`config.mk`:
```
export PLATFORM = sky130hd
export DESIGN_NAME = oscillation_peak_trough_tracker
export DESIGN_NICKNAME = d
export VERILOG_FILES = /design/src/rtl/optt_pkg.sv /design/src/rtl/optt_front.sv /design/src/rtl/optt_queue.sv /design/src/rtl/optt_back.sv /design/src/rtl/oscillation_peak_trough_tracker.sv
export SDC_FILE = /design/constraint.sdc
export NUM_CORES = 1
export LEC_CHECK = 0
export BUFFER_PORTS_ARGS = -buffer_cell sky130_fd_sc_hd__buf_4
export CORE_ASPECT_RATIO = 1.75
export CORE_MARGIN = 3
export CORE_UTILIZATION = 55
export CTS_BUF_LIST = sky130_fd_sc_hd__clkbuf_4 sky130_fd_sc_hd__clkbuf_8
export DETAILED_ROUTE_END_ITERATION = 10
export PLACE_DENSITY = 0.84
export SLEW_MARGIN = 20
export SYNTH_ARGS = -nofsm -noshare
export SYNTH_HDL_FRONTEND = slang
export SYNTH_SLANG_ARGS = --single-unit
```
`constraint.sdc`:
```
create_clock -name clk_i -period 12.89 [get_ports clk_i]
set_input_delay 1.289 -clock clk_i [delete_from_list [all_inputs] [get_ports clk_i]]
set_output_delay 1.289 -clock clk_i [all_outputs]
set_load 0.03 [all_outputs]
```
`src/rtl/optt_pkg.sv`:
```
// Package for the oscillation peak/trough tracker.
// Holds field widths, beat types, queue entry type and sample class codes.
// No dependencies.
`default_nettype none

package optt_pkg;

  localparam int SampleWidth = 24;
  localparam int TimeWidth   = 32;
  localparam int CountWidth  = 16;
  localparam int QueueDepth  = 2;
  localparam int QueuePtrW   = $clog2(QueueDepth);
  localparam int QueueCntW   = $clog2(QueueDepth + 1);

  typedef enum logic [1:0] {
    ClsEqual = 2'd0,
    ClsBelow = 2'd1,
    ClsAbove = 2'd2
  } sample_cls_e;

  typedef struct packed {
    logic        [TimeWidth-1:0]   sample_time;
    logic signed [SampleWidth-1:0] displacement;
    logic                          end_of_data;
  } in_beat_t;

  typedef struct packed {
    logic        [CountWidth-1:0]  cycle_index;
    logic        [TimeWidth-1:0]   trough_time;
    logic signed [SampleWidth-1:0] trough_value;
    logic        [TimeWidth-1:0]   peak_time;
    logic signed [SampleWidth-1:0] peak_value;
    logic                          peak_found;
    logic                          last_of_run;
  } out_beat_t;

  typedef struct packed {
    in_beat_t    beat;
    sample_cls_e cls;
  } queue_entry_t;

endpackage

`default_nettype wire

```
`src/rtl/optt_front.sv`:
```
// Front end: holds the mid level register and classifies each input beat
// against it before it enters the queue. Depends on optt_pkg.
`default_nettype none

module optt_front (
  input  wire logic                              clk_i,
  input  wire logic                              rst_ni,
  input  wire logic                              cfg_valid_i,
  output logic                                   cfg_ready_o,
  input  wire logic signed [optt_pkg::SampleWidth-1:0] cfg_data_i,
  input  wire optt_pkg::in_beat_t                in_data_i,
  output optt_pkg::queue_entry_t                 entry_o
);

  logic signed [optt_pkg::SampleWidth-1:0] mid_level_q;

  always_ff @(posedge clk_i or negedge rst_ni) begin
    if (!rst_ni) begin
      mid_level_q <= '0;
    end else if (cfg_valid_i) begin
      mid_level_q <= cfg_data_i;
    end
  end

  assign cfg_ready_o = 1'b1;

  always_comb begin
    entry_o.beat = in_data_i;
    if ($signed(in_data_i.displacement) < $signed(mid_level_q)) begin
      entry_o.cls = optt_pkg::ClsBelow;
    end else if ($signed(in_data_i.displacement) > $signed(mid_level_q)) begin
      entry_o.cls = optt_pkg::ClsAbove;
    end else begin
      entry_o.cls = optt_pkg::ClsEqual;
    end
  end

endmodule

`default_nettype wire

```
`src/rtl/optt_queue.sv`:
```
// Short FIFO between the classifier and the tracking back end.
// Depends on optt_pkg for depth and entry type.
`default_nettype none

module optt_queue (
  input  wire logic                   clk_i,
  input  wire logic                   rst_ni,
  input  wire logic                   push_valid_i,
  output logic                        push_ready_o,
  input  wire optt_pkg::queue_entry_t push_data_i,
  output logic                        pop_valid_o,
  input  wire logic                   pop_ready_i,
  output optt_pkg::queue_entry_t      pop_data_o
);

  optt_pkg::queue_entry_t mem_q [optt_pkg::QueueDepth];
  logic [optt_pkg::QueuePtrW-1:0] wr_ptr_q, wr_ptr_d;
  logic [optt_pkg::QueuePtrW-1:0] rd_ptr_q, rd_ptr_d;
  logic [optt_pkg::QueueCntW-1:0] cnt_q, cnt_d;
  logic push, pop;

  assign push_ready_o = (cnt_q != optt_pkg::QueueCntW'(optt_pkg::QueueDepth));
  assign pop_valid_o  = (cnt_q != '0);
  assign push         = push_valid_i && push_ready_o;
  assign pop          = pop_valid_o && pop_ready_i;
  assign pop_data_o   = mem_q[rd_ptr_q];

  always_comb begin
    wr_ptr_d = wr_ptr_q;
    rd_ptr_d = rd_ptr_q;
    cnt_d    = cnt_q;
    if (push) begin
      wr_ptr_d = (wr_ptr_q == optt_pkg::QueuePtrW'(optt_pkg::QueueDepth - 1))
                 ? '0 : wr_ptr_q + 1'b1;
    end
    if (pop) begin
      rd_ptr_d = (rd_ptr_q == optt_pkg::QueuePtrW'(optt_pkg::QueueDepth - 1))
                 ? '0 : rd_ptr_q + 1'b1;
    end
    unique case ({push, pop})
      2'b10:   cnt_d = cnt_q + 1'b1;
      2'b01:   cnt_d = cnt_q - 1'b1;
      default: cnt_d = cnt_q;
    endcase
  end

  always_ff @(posedge clk_i or negedge rst_ni) begin
    if (!rst_ni) begin
      wr_ptr_q <= '0;
      rd_ptr_q <= '0;
      cnt_q    <= '0;
    end else begin
      wr_ptr_q <= wr_ptr_d;
      rd_ptr_q <= rd_ptr_d;
      cnt_q    <= cnt_d;
    end
  end

  always_ff @(posedge clk_i) begin
    if (push) begin
      mem_q[wr_ptr_q] <= push_data_i;
    end
  end

endmodule

`default_nettype wire

```
`src/rtl/optt_back.sv`:
```
// Back end: per-cycle trough/peak tracking state, record building and the
// output register with a one-entry hold for a second record. Depends on optt_pkg.
`default_nettype none

module optt_back (
  input  wire logic                   clk_i,
  input  wire logic                   rst_ni,
  input  wire logic                   q_valid_i,
  output logic                        q_ready_o,
  input  wire optt_pkg::queue_entry_t q_data_i,
  output logic                        out_valid_o,
  input  wire logic                   out_ready_i,
  output optt_pkg::out_beat_t         out_data_o
);

  logic                                    started_q, started_d;
  logic                                    above_q, above_d;
  logic                                    pk_seen_q, pk_seen_d;
  logic        [optt_pkg::CountWidth-1:0]  cnt_q, cnt_d;
  logic        [optt_pkg::TimeWidth-1:0]   tr_t_q, tr_t_d, pk_t_q, pk_t_d;
  logic signed [optt_pkg::SampleWidth-1:0] tr_v_q, tr_v_d, pk_v_q, pk_v_d;

  logic                out_valid_q, out_valid_d;
  optt_pkg::out_beat_t out_q, out_d;
  logic                pend_valid_q, pend_valid_d;
  optt_pkg::out_beat_t pend_q, pend_d;

  logic                slot_free, pop, close, eod;
  optt_pkg::out_beat_t rec_close, rec_eod;
  logic        [optt_pkg::TimeWidth-1:0]   t;
  logic signed [optt_pkg::SampleWidth-1:0] d;

  function automatic optt_pkg::out_beat_t make_rec(
    input logic        [optt_pkg::CountWidth-1:0]  cnt,
    input logic        [optt_pkg::TimeWidth-1:0]   tt,
    input logic signed [optt_pkg::SampleWidth-1:0] tv,
    input logic        [optt_pkg::TimeWidth-1:0]   pt,
    input logic signed [optt_pkg::SampleWidth-1:0] pv,
    input logic                                    seen,
    input logic                                    last
  );
    optt_pkg::out_beat_t r;
    r.cycle_index  = cnt;
    r.trough_time  = tt;
    r.trough_value = tv;
    r.peak_time    = seen ? pt : '0;
    r.peak_value   = seen ? pv : '0;
    r.peak_found   = seen;
    r.last_of_run  = last;
    return r;
  endfunction

  assign t   = q_data_i.beat.sample_time;
  assign d   = q_data_i.beat.displacement;
  assign eod = q_data_i.beat.end_of_data;

  assign slot_free   = !out_valid_q || out_ready_i;
  assign q_ready_o   = slot_free && !pend_valid_q;
  assign pop         = q_valid_i && q_ready_o;
  assign out_valid_o = out_valid_q;
  assign out_data_o  = out_q;

  // tracking update
  always_comb begin
    started_d = started_q;
    above_d   = above_q;
    pk_seen_d = pk_seen_q;
    cnt_d     = cnt_q;
    tr_t_d    = tr_t_q;
    tr_v_d    = tr_v_q;
    pk_t_d    = pk_t_q;
    pk_v_d    = pk_v_q;
    close     = 1'b0;
    if (!started_q) begin
      started_d = 1'b1;
      tr_t_d    = t;
      tr_v_d    = d;
    end else begin
      unique case (q_data_i.cls)
        optt_pkg::ClsBelow: begin
          if (above_q) begin
            close     = 1'b1;
            cnt_d     = cnt_q + 1'b1;
            above_d   = 1'b0;
            pk_seen_d = 1'b0;
            pk_t_d    = '0;
            pk_v_d    = '0;
            tr_t_d    = t;
            tr_v_d    = d;
          end else if ($signed(d) < $signed(tr_v_q)) begin
            tr_t_d = t;
            tr_v_d = d;
          end
        end
        optt_pkg::ClsAbove: begin
          if (!above_q) begin
            above_d   = 1'b1;
            pk_seen_d = 1'b1;
            pk_t_d    = t;
            pk_v_d    = d;
          end else if ($signed(d) > $signed(pk_v_q)) begin
            pk_t_d = t;
            pk_v_d = d;
          end
        end
        default: begin
        end
      endcase
    end
    rec_close = make_rec(cnt_q, tr_t_q, tr_v_q, pk_t_q, pk_v_q, pk_seen_q, !eod);
    rec_eod   = make_rec(cnt_d, tr_t_d, tr_v_d, pk_t_d, pk_v_d, pk_seen_d, 1'b1);
  end

  // output register and held second record
  always_comb begin
    out_valid_d  = out_valid_q;
    out_d        = out_q;
    pend_valid_d = pend_valid_q;
    pend_d       = pend_q;
    if (out_valid_q && out_ready_i) begin
      out_valid_d = 1'b0;
    end
    if (slot_free) begin
      if (pend_valid_q) begin
        out_valid_d  = 1'b1;
        out_d        = pend_q;
        pend_valid_d = 1'b0;
      end else if (pop) begin
        if (close) begin
          out_valid_d = 1'b1;
          out_d       = rec_close;
          if (eod) begin
            pend_valid_d = 1'b1;
            pend_d       = rec_eod;
          end
        end else if (eod) begin
          out_valid_d = 1'b1;
          out_d       = rec_eod;
        end
      end
    end
  end

  always_ff @(posedge clk_i or negedge rst_ni) begin
    if (!rst_ni) begin
      started_q    <= 1'b0;
      above_q      <= 1'b0;
      pk_seen_q    <= 1'b0;
      cnt_q        <= '0;
      tr_t_q       <= '0;
      tr_v_q       <= '0;
      pk_t_q       <= '0;
      pk_v_q       <= '0;
      out_valid_q  <= 1'b0;
      pend_valid_q <= 1'b0;
    end else begin
      out_valid_q  <= out_valid_d;
      pend_valid_q <= pend_valid_d;
      if (pop) begin
        if (eod) begin
          started_q <= 1'b0;
          above_q   <= 1'b0;
          pk_seen_q <= 1'b0;
          cnt_q     <= '0;
          tr_t_q    <= '0;
          tr_v_q    <= '0;
          pk_t_q    <= '0;
          pk_v_q    <= '0;
        end else begin
          started_q <= started_d;
          above_q   <= above_d;
          pk_seen_q <= pk_seen_d;
          cnt_q     <= cnt_d;
          tr_t_q    <= tr_t_d;
          tr_v_q    <= tr_v_d;
          pk_t_q    <= pk_t_d;
          pk_v_q    <= pk_v_d;
        end
      end
    end
  end

  always_ff @(posedge clk_i) begin
    out_q  <= out_d;
    pend_q <= pend_d;
  end

endmodule

`default_nettype wire

```
`src/rtl/oscillation_peak_trough_tracker.sv`:
```
// Oscillation peak/trough tracker, top level: classifier, queue, tracking back end.
// The beat that closes a record is written into the queue; the back end then pops
// it and registers the record. Throughput: one input beat per cycle while the queue
// is not full; a beat that both closes a cycle and ends the record yields two output
// beats, the second held in the back end, which pops nothing while it is held.
// Reset clears all tracking state, the queue and mid_level.
// Depends on optt_pkg, optt_front, optt_queue, optt_back.
`default_nettype none

module oscillation_peak_trough_tracker (
  input  wire logic                              clk_i,
  input  wire logic                              rst_ni,
  input  wire logic                              cfg_valid_i,
  output logic                                   cfg_ready_o,
  input  wire logic signed [optt_pkg::SampleWidth-1:0] cfg_data_i,
  input  wire logic                              in_valid_i,
  output logic                                   in_ready_o,
  input  wire optt_pkg::in_beat_t                in_data_i,
  output logic                                   out_valid_o,
  input  wire logic                              out_ready_i,
  output optt_pkg::out_beat_t                    out_data_o
);

  optt_pkg::queue_entry_t entry, q_data;
  logic                   q_valid, q_ready;

  optt_front u_front (
    .clk_i       (clk_i),
    .rst_ni      (rst_ni),
    .cfg_valid_i (cfg_valid_i),
    .cfg_ready_o (cfg_ready_o),
    .cfg_data_i  (cfg_data_i),
    .in_data_i   (in_data_i),
    .entry_o     (entry)
  );

  optt_queue u_queue (
    .clk_i        (clk_i),
    .rst_ni       (rst_ni),
    .push_valid_i (in_valid_i),
    .push_ready_o (in_ready_o),
    .push_data_i  (entry),
    .pop_valid_o  (q_valid),
    .pop_ready_i  (q_ready),
    .pop_data_o   (q_data)
  );

  optt_back u_back (
    .clk_i       (clk_i),
    .rst_ni      (rst_ni),
    .q_valid_i   (q_valid),
    .q_ready_o   (q_ready),
    .q_data_i    (q_data),
    .out_valid_o (out_valid_o),
    .out_ready_i (out_ready_i),
    .out_data_o  (out_data_o)
  );

endmodule

`default_nettype wire

```
==> summary.txt <==
STA
  – Worst hold margin: approximately 0.5 ns
  – Portion of the clock cycle consumed by the worst path in the final layout: about two fifths
  – Setup-failing EPs final: 0
  – Worst max-slew margin expressed relative to the limit: 24.2%
  – Worst slew pin tran: 1.14 ns
  – Final clock skew: roughly 0.03 ns
  – Setup repair after global routing missed its margin: no
  – Final critical-path required period: 5.33 ns
  – Hold violation total from the final report: 0
  – Sum Neg Setup Slack: 0 ns
  – Final-report max-slew violation count: 0
  – Highest attainable clock frequency: 188 MHz

Detailed routing
  – Routed length on met1: 22000 um
  – Avg WL per Cell: 21.7 um
  – Antenna Nets Post-Route: 0
  – Total iterations of the first detailed-routing run: 7
  – Uppermost layer routed: met4
  – Via density per instance: 6.21
  – DRC viols: 0
  – Iter 0 DRT Violations: 1922
  – Detail Route met2 WL: 29900 um
  – Total Wirelength: slightly below 60000 um
  – Routed via count: 17000
  – WL met3: 4570 um

Clocking
  – Post-cts repair resize count: 0
  – Latest clock arrival within the worst-skew pair: 0.64 ns
  – TritonCTS clock tree: done
  – Maximum count of clock buffers along a single path: 3
  – Number of CTS-inserted buffers: 76
  – CTS Hold Buffers Added: 0
  – CTS root buf: sky130_fd_sc_hd__clkbuf_8
  – Sink Count: 538
  – Clock-pin slew on the worst setup and hold paths: 0.07 ns
  – Post-CTS Setup Inserts: 0
  – Deepest level of the CTS H-tree: 3

Worst hold path
  – Hold Path Stages: 1
  – Tightest Hold Check Type: reg2reg
  – Hold path startpoint: u_back.cnt_q[14]
  – Hold-critical path endpoint: u_back.cnt_q[14]

Synthesis
  – Synth Flop Type: sky130_fd_sc_hd__edfxtp_1
  – Syn Std Cell Area: roughly 0.024 mm^2
  – Share of the yosys chip area belonging to registers: 64.1%
  – Share of the synthesized area in the top cell type: between 40% and 50%
  – Post-synth top area cell: sky130_fd_sc_hd__edfxtp_1
  – Count of unique library cells instantiated by Yosys: 57
  – Post-Syn Nets: about 2100
  – Synth warnings: 0
  – Biggest area contributors in the synthesized netlist: sky130_fd_sc_hd__edfxtp_1, sky130_fd_sc_hd__dfrtp_1, sky130_fd_sc_hd__o2bb2ai_1
  – Synthesized area divided by synthesized cell count: roughly 13 um^2
  – Share of synthesized registers carrying an async set or reset: ~30%
  – Register bit count reported by yosys: roughly 540
  – Number of cells produced by synthesis: ~1900
  – Number of enable flip-flop cells after synthesis: 377

Placed design
  – RD Place Congestion: 0.882
  – HPWL reported at the end of detailed placement: 37800 um
  – Total of buffers placed on input and output ports: 217

Global routing
  – First-pass GRT wire length: 92000 um
  – Via count of the first global-routing pass: 16800
  – Sum of overflow across all layers after global routing: 0
  – Global router's overall resource usage: 25.5%
  – Initial antenna violation count: 2
  – Largest net degree at the start of global routing: 113

Die
  – Die ar.: 0.0462 mm^2
  – Width of the die: between 150 and 200 um
  – Starting utilization of the core area: 56.0%
  – FP Rows: 100
  – Core region area: 0.0428 mm^2
  – Die Y-Extent: between 200 and 300 um
  – IO Pins: 219

Power and ir drop
  – Peak supply drop: 0.255 mV
  – Power Density: 241 mW/mm^2
  – Reported leakage power: 11.0 nW

Worst setup path
  – Critical path endpoint category: register
  – CP max FO: 43
  – Destination of the worst register-to-register timing path: u_back.pend_q[36]
  – Start point of the critical path: u_queue.rd_ptr_q
  – Reg-to-reg startpoint: u_queue.rd_ptr_q
  – Critical path startpoint category: register
  – Required @ worst endpoint: 13.34 ns
  – Slack of the worst reg-to-reg path: 7.56 ns
  – Critical path type: reg2reg
  – Arrival time at the worst endpoint: 5.78 ns
  – Register-to-Register Path Depth: 12

Run status
  – Status: finished, final reports clean

Final layout
  – Number of inserted filler cells in the final layout: around 3200
  – Share of layout cells above drive strength 1: 20.4%
  – # nets final: 2270
  – Layout area overhead: 15.0%

Job
  – Max-Cap Viols: 0
## placed cells by master (no fill, tap or decap), types with 3 or more instances in the layout
cell                         count
sky130_fd_sc_hd__edfxtp_1      377
sky130_fd_sc_hd__buf_4         241
sky130_fd_sc_hd__o21ai_0       169
sky130_fd_sc_hd__dfrtp_1       159
sky130_fd_sc_hd__nand2_1       147
sky130_fd_sc_hd__o2bb2ai_1     111
sky130_fd_sc_hd__a22oi_1       111
sky130_fd_sc_hd__inv_1         108
sky130_fd_sc_hd__clkbuf_8       84
sky130_fd_sc_hd__a21oi_1        80
sky130_fd_sc_hd__nor2_1         77
sky130_fd_sc_hd__ha_1           75
sky130_fd_sc_hd__a21o_1         62
sky130_fd_sc_hd__mux2i_1        59
sky130_fd_sc_hd__o22ai_1        57
sky130_fd_sc_hd__or2_2          33
sky130_fd_sc_hd__clkbuf_4       24
sky130_fd_sc_hd__nand4_1        23
sky130_fd_sc_hd__mux2_2         16
sky130_fd_sc_hd__clkinv_2       16
sky130_fd_sc_hd__xnor2_1        15
sky130_fd_sc_hd__nand3_1        11
sky130_fd_sc_hd__clkinv_1        9
sky130_fd_sc_hd__nor2b_1         7
sky130_fd_sc_hd__o31ai_1         7
sky130_fd_sc_hd__a211oi_1        6
sky130_fd_sc_hd__nor4_1          5
sky130_fd_sc_hd__a22o_1          5
sky130_fd_sc_hd__xor2_1          5
sky130_fd_sc_hd__or3_1           4
sky130_fd_sc_hd__nor3_1          4
sky130_fd_sc_hd__nand2b_1        3
sky130_fd_sc_hd__o21a_1          3
sky130_fd_sc_hd__nand3_2         3
sky130_fd_sc_hd__and3_1          3
sky130_fd_sc_hd__and3_2          3
sky130_fd_sc_hd__clkinvlp_4      3
## worst max-delay path by stage
| stage | endpoint | slack [ns] | cells past startpoint |
|---|---|---|---|
| 5_1_grt | u_back.pend_q[36] | 7.31 | 12 |
| 3_5_place_dp | u_back.pend_q[55] | 7.63 | 12 |
| 2_1_floorplan | u_back.pend_q[100] | 1.06 | 7 |
| 6_report | u_back.pend_q[36] | 7.56 | 12 |
| 4_1_cts | u_back.pend_q[36] | 7.57 | 12 |
| 3_3_place_gp | u_back.pend_q[56] | 7.83 | 12 |
## logic make-up (layout without fill, tap and decap cells)
group                      after synthesis  in the layout  share of synthesized area [%]
AOI/OAI and AO/OA                      634            634                           17.7
DFF                                    538            538                           64.1
and+or+nand+nor                        337            337                           6.36
buffers and inverters                  236            488                           3.99
adders and majority gates               75             75                           3.92
muxes                                   75             75                           3.22
xor gates and xnor gates                20             20                          0.731
other                                    1              3                         0.0157
## state kept, by name, indices dropped and copies added, names as in the netlist, 24 cells and up
register	flops
u_back.out_data_o	130
u_back.pk_t_q	32
u_back.tr_v_q	24
u_front.mid_level_q	24
u_back.pk_v_q	24
u_queue.mem_q	118
u_back.pend_q	129
u_back.tr_t_q	32
## metrics by stage
stage | power [mW] | cell area (um^2) | worst slack (ns) | util (%) | instances
4_1_cts | 6.64 | 27500 | 7.57 | 64.4 | 2729
3_5_place_dp | 5.32 | 26000 | 7.63 | 60.9 | 2592
6_report | 6.63 | 27600 | 7.56 | 64.4 | 2731
5_1_grt | 6.97 | 27600 | 7.31 | 64.4 | 2731
2_1_floorplan | 4.40 | 24000 | 1.06 | - | 1916
3_3_place_gp | 5.22 | 26000 | 7.83 | 60.9 | 2592
## report_power, final
group	leakage (nW)	internal (mW)	switching (mW)
combinational	4.46	0.779	1.89
clock	0.806	0.691	0.624
sequential	5.73	2.42	0.229
## metal layers
| layer | vias up | track usage, % |
|---|---|---|
| met5 | - | 0 |
| met4 | 0 | 12.5 |
| met3 | 164 | 4.16 |
| met2 | 900 | 42.5 |
| met1 | 8308 | 32.4 |
| li1 | 7595 | - |
## worst max-delay path, cell delays in order, from the launching register on
cell and delay [ns]:
sky130_fd_sc_hd__dfrtp_4 0.62, sky130_fd_sc_hd__buf_4 0.69, sky130_fd_sc_hd__mux2i_1 0.43, sky130_fd_sc_hd__inv_1 0.15, sky130_fd_sc_hd__ha_1 0.31, sky130_fd_sc_hd__nor2b_1 0.14
sky130_fd_sc_hd__o31ai_1 0.24, sky130_fd_sc_hd__a2111oi_0 0.16, sky130_fd_sc_hd__or4_1 0.66, sky130_fd_sc_hd__a21bo_2 0.31, sky130_fd_sc_hd__a21oi_4 0.71, sky130_fd_sc_hd__buf_4 0.52
sky130_fd_sc_hd__o2bb2ai_1 0.17
## final cells by class
cell class                 instances  area, um^2  share of cell area, %
clock inverter                    29         166                  0.604
multi-input combinational       1142        7750                   28.1
antenna                            2        5.00                 0.0182
timing repair buffer             243        1830                   6.65
tap                              561         702                   2.55
sequential                       538       15400                   55.7
clock buffer                     108        1340                   4.85
inverter                         108         405                   1.47
## cell usage after synthesis, types with 14 or more instances
cell type / number
sky130_fd_sc_hd__ha_1: 75
sky130_fd_sc_hd__nand3_1: 14
sky130_fd_sc_hd__or2_2: 33
sky130_fd_sc_hd__inv_1: 108
sky130_fd_sc_hd__o21ai_0: 171
sky130_fd_sc_hd__a21oi_1: 81
sky130_fd_sc_hd__a21o_1: 62
sky130_fd_sc_hd__nand2_1: 149
sky130_fd_sc_hd__nor2_1: 80
sky130_fd_sc_hd__a22oi_1: 111
sky130_fd_sc_hd__edfxtp_1: 377
sky130_fd_sc_hd__mux2i_1: 59
sky130_fd_sc_hd__nand4_1: 23
sky130_fd_sc_hd__buf_2: 23
sky130_fd_sc_hd__o22ai_1: 57
sky130_fd_sc_hd__clkbuf_1: 92
sky130_fd_sc_hd__o2bb2ai_1: 111
sky130_fd_sc_hd__dfrtp_1: 161
sky130_fd_sc_hd__xnor2_1: 15
sky130_fd_sc_hd__mux2_2: 16
(Power assumes the default switching activity.)
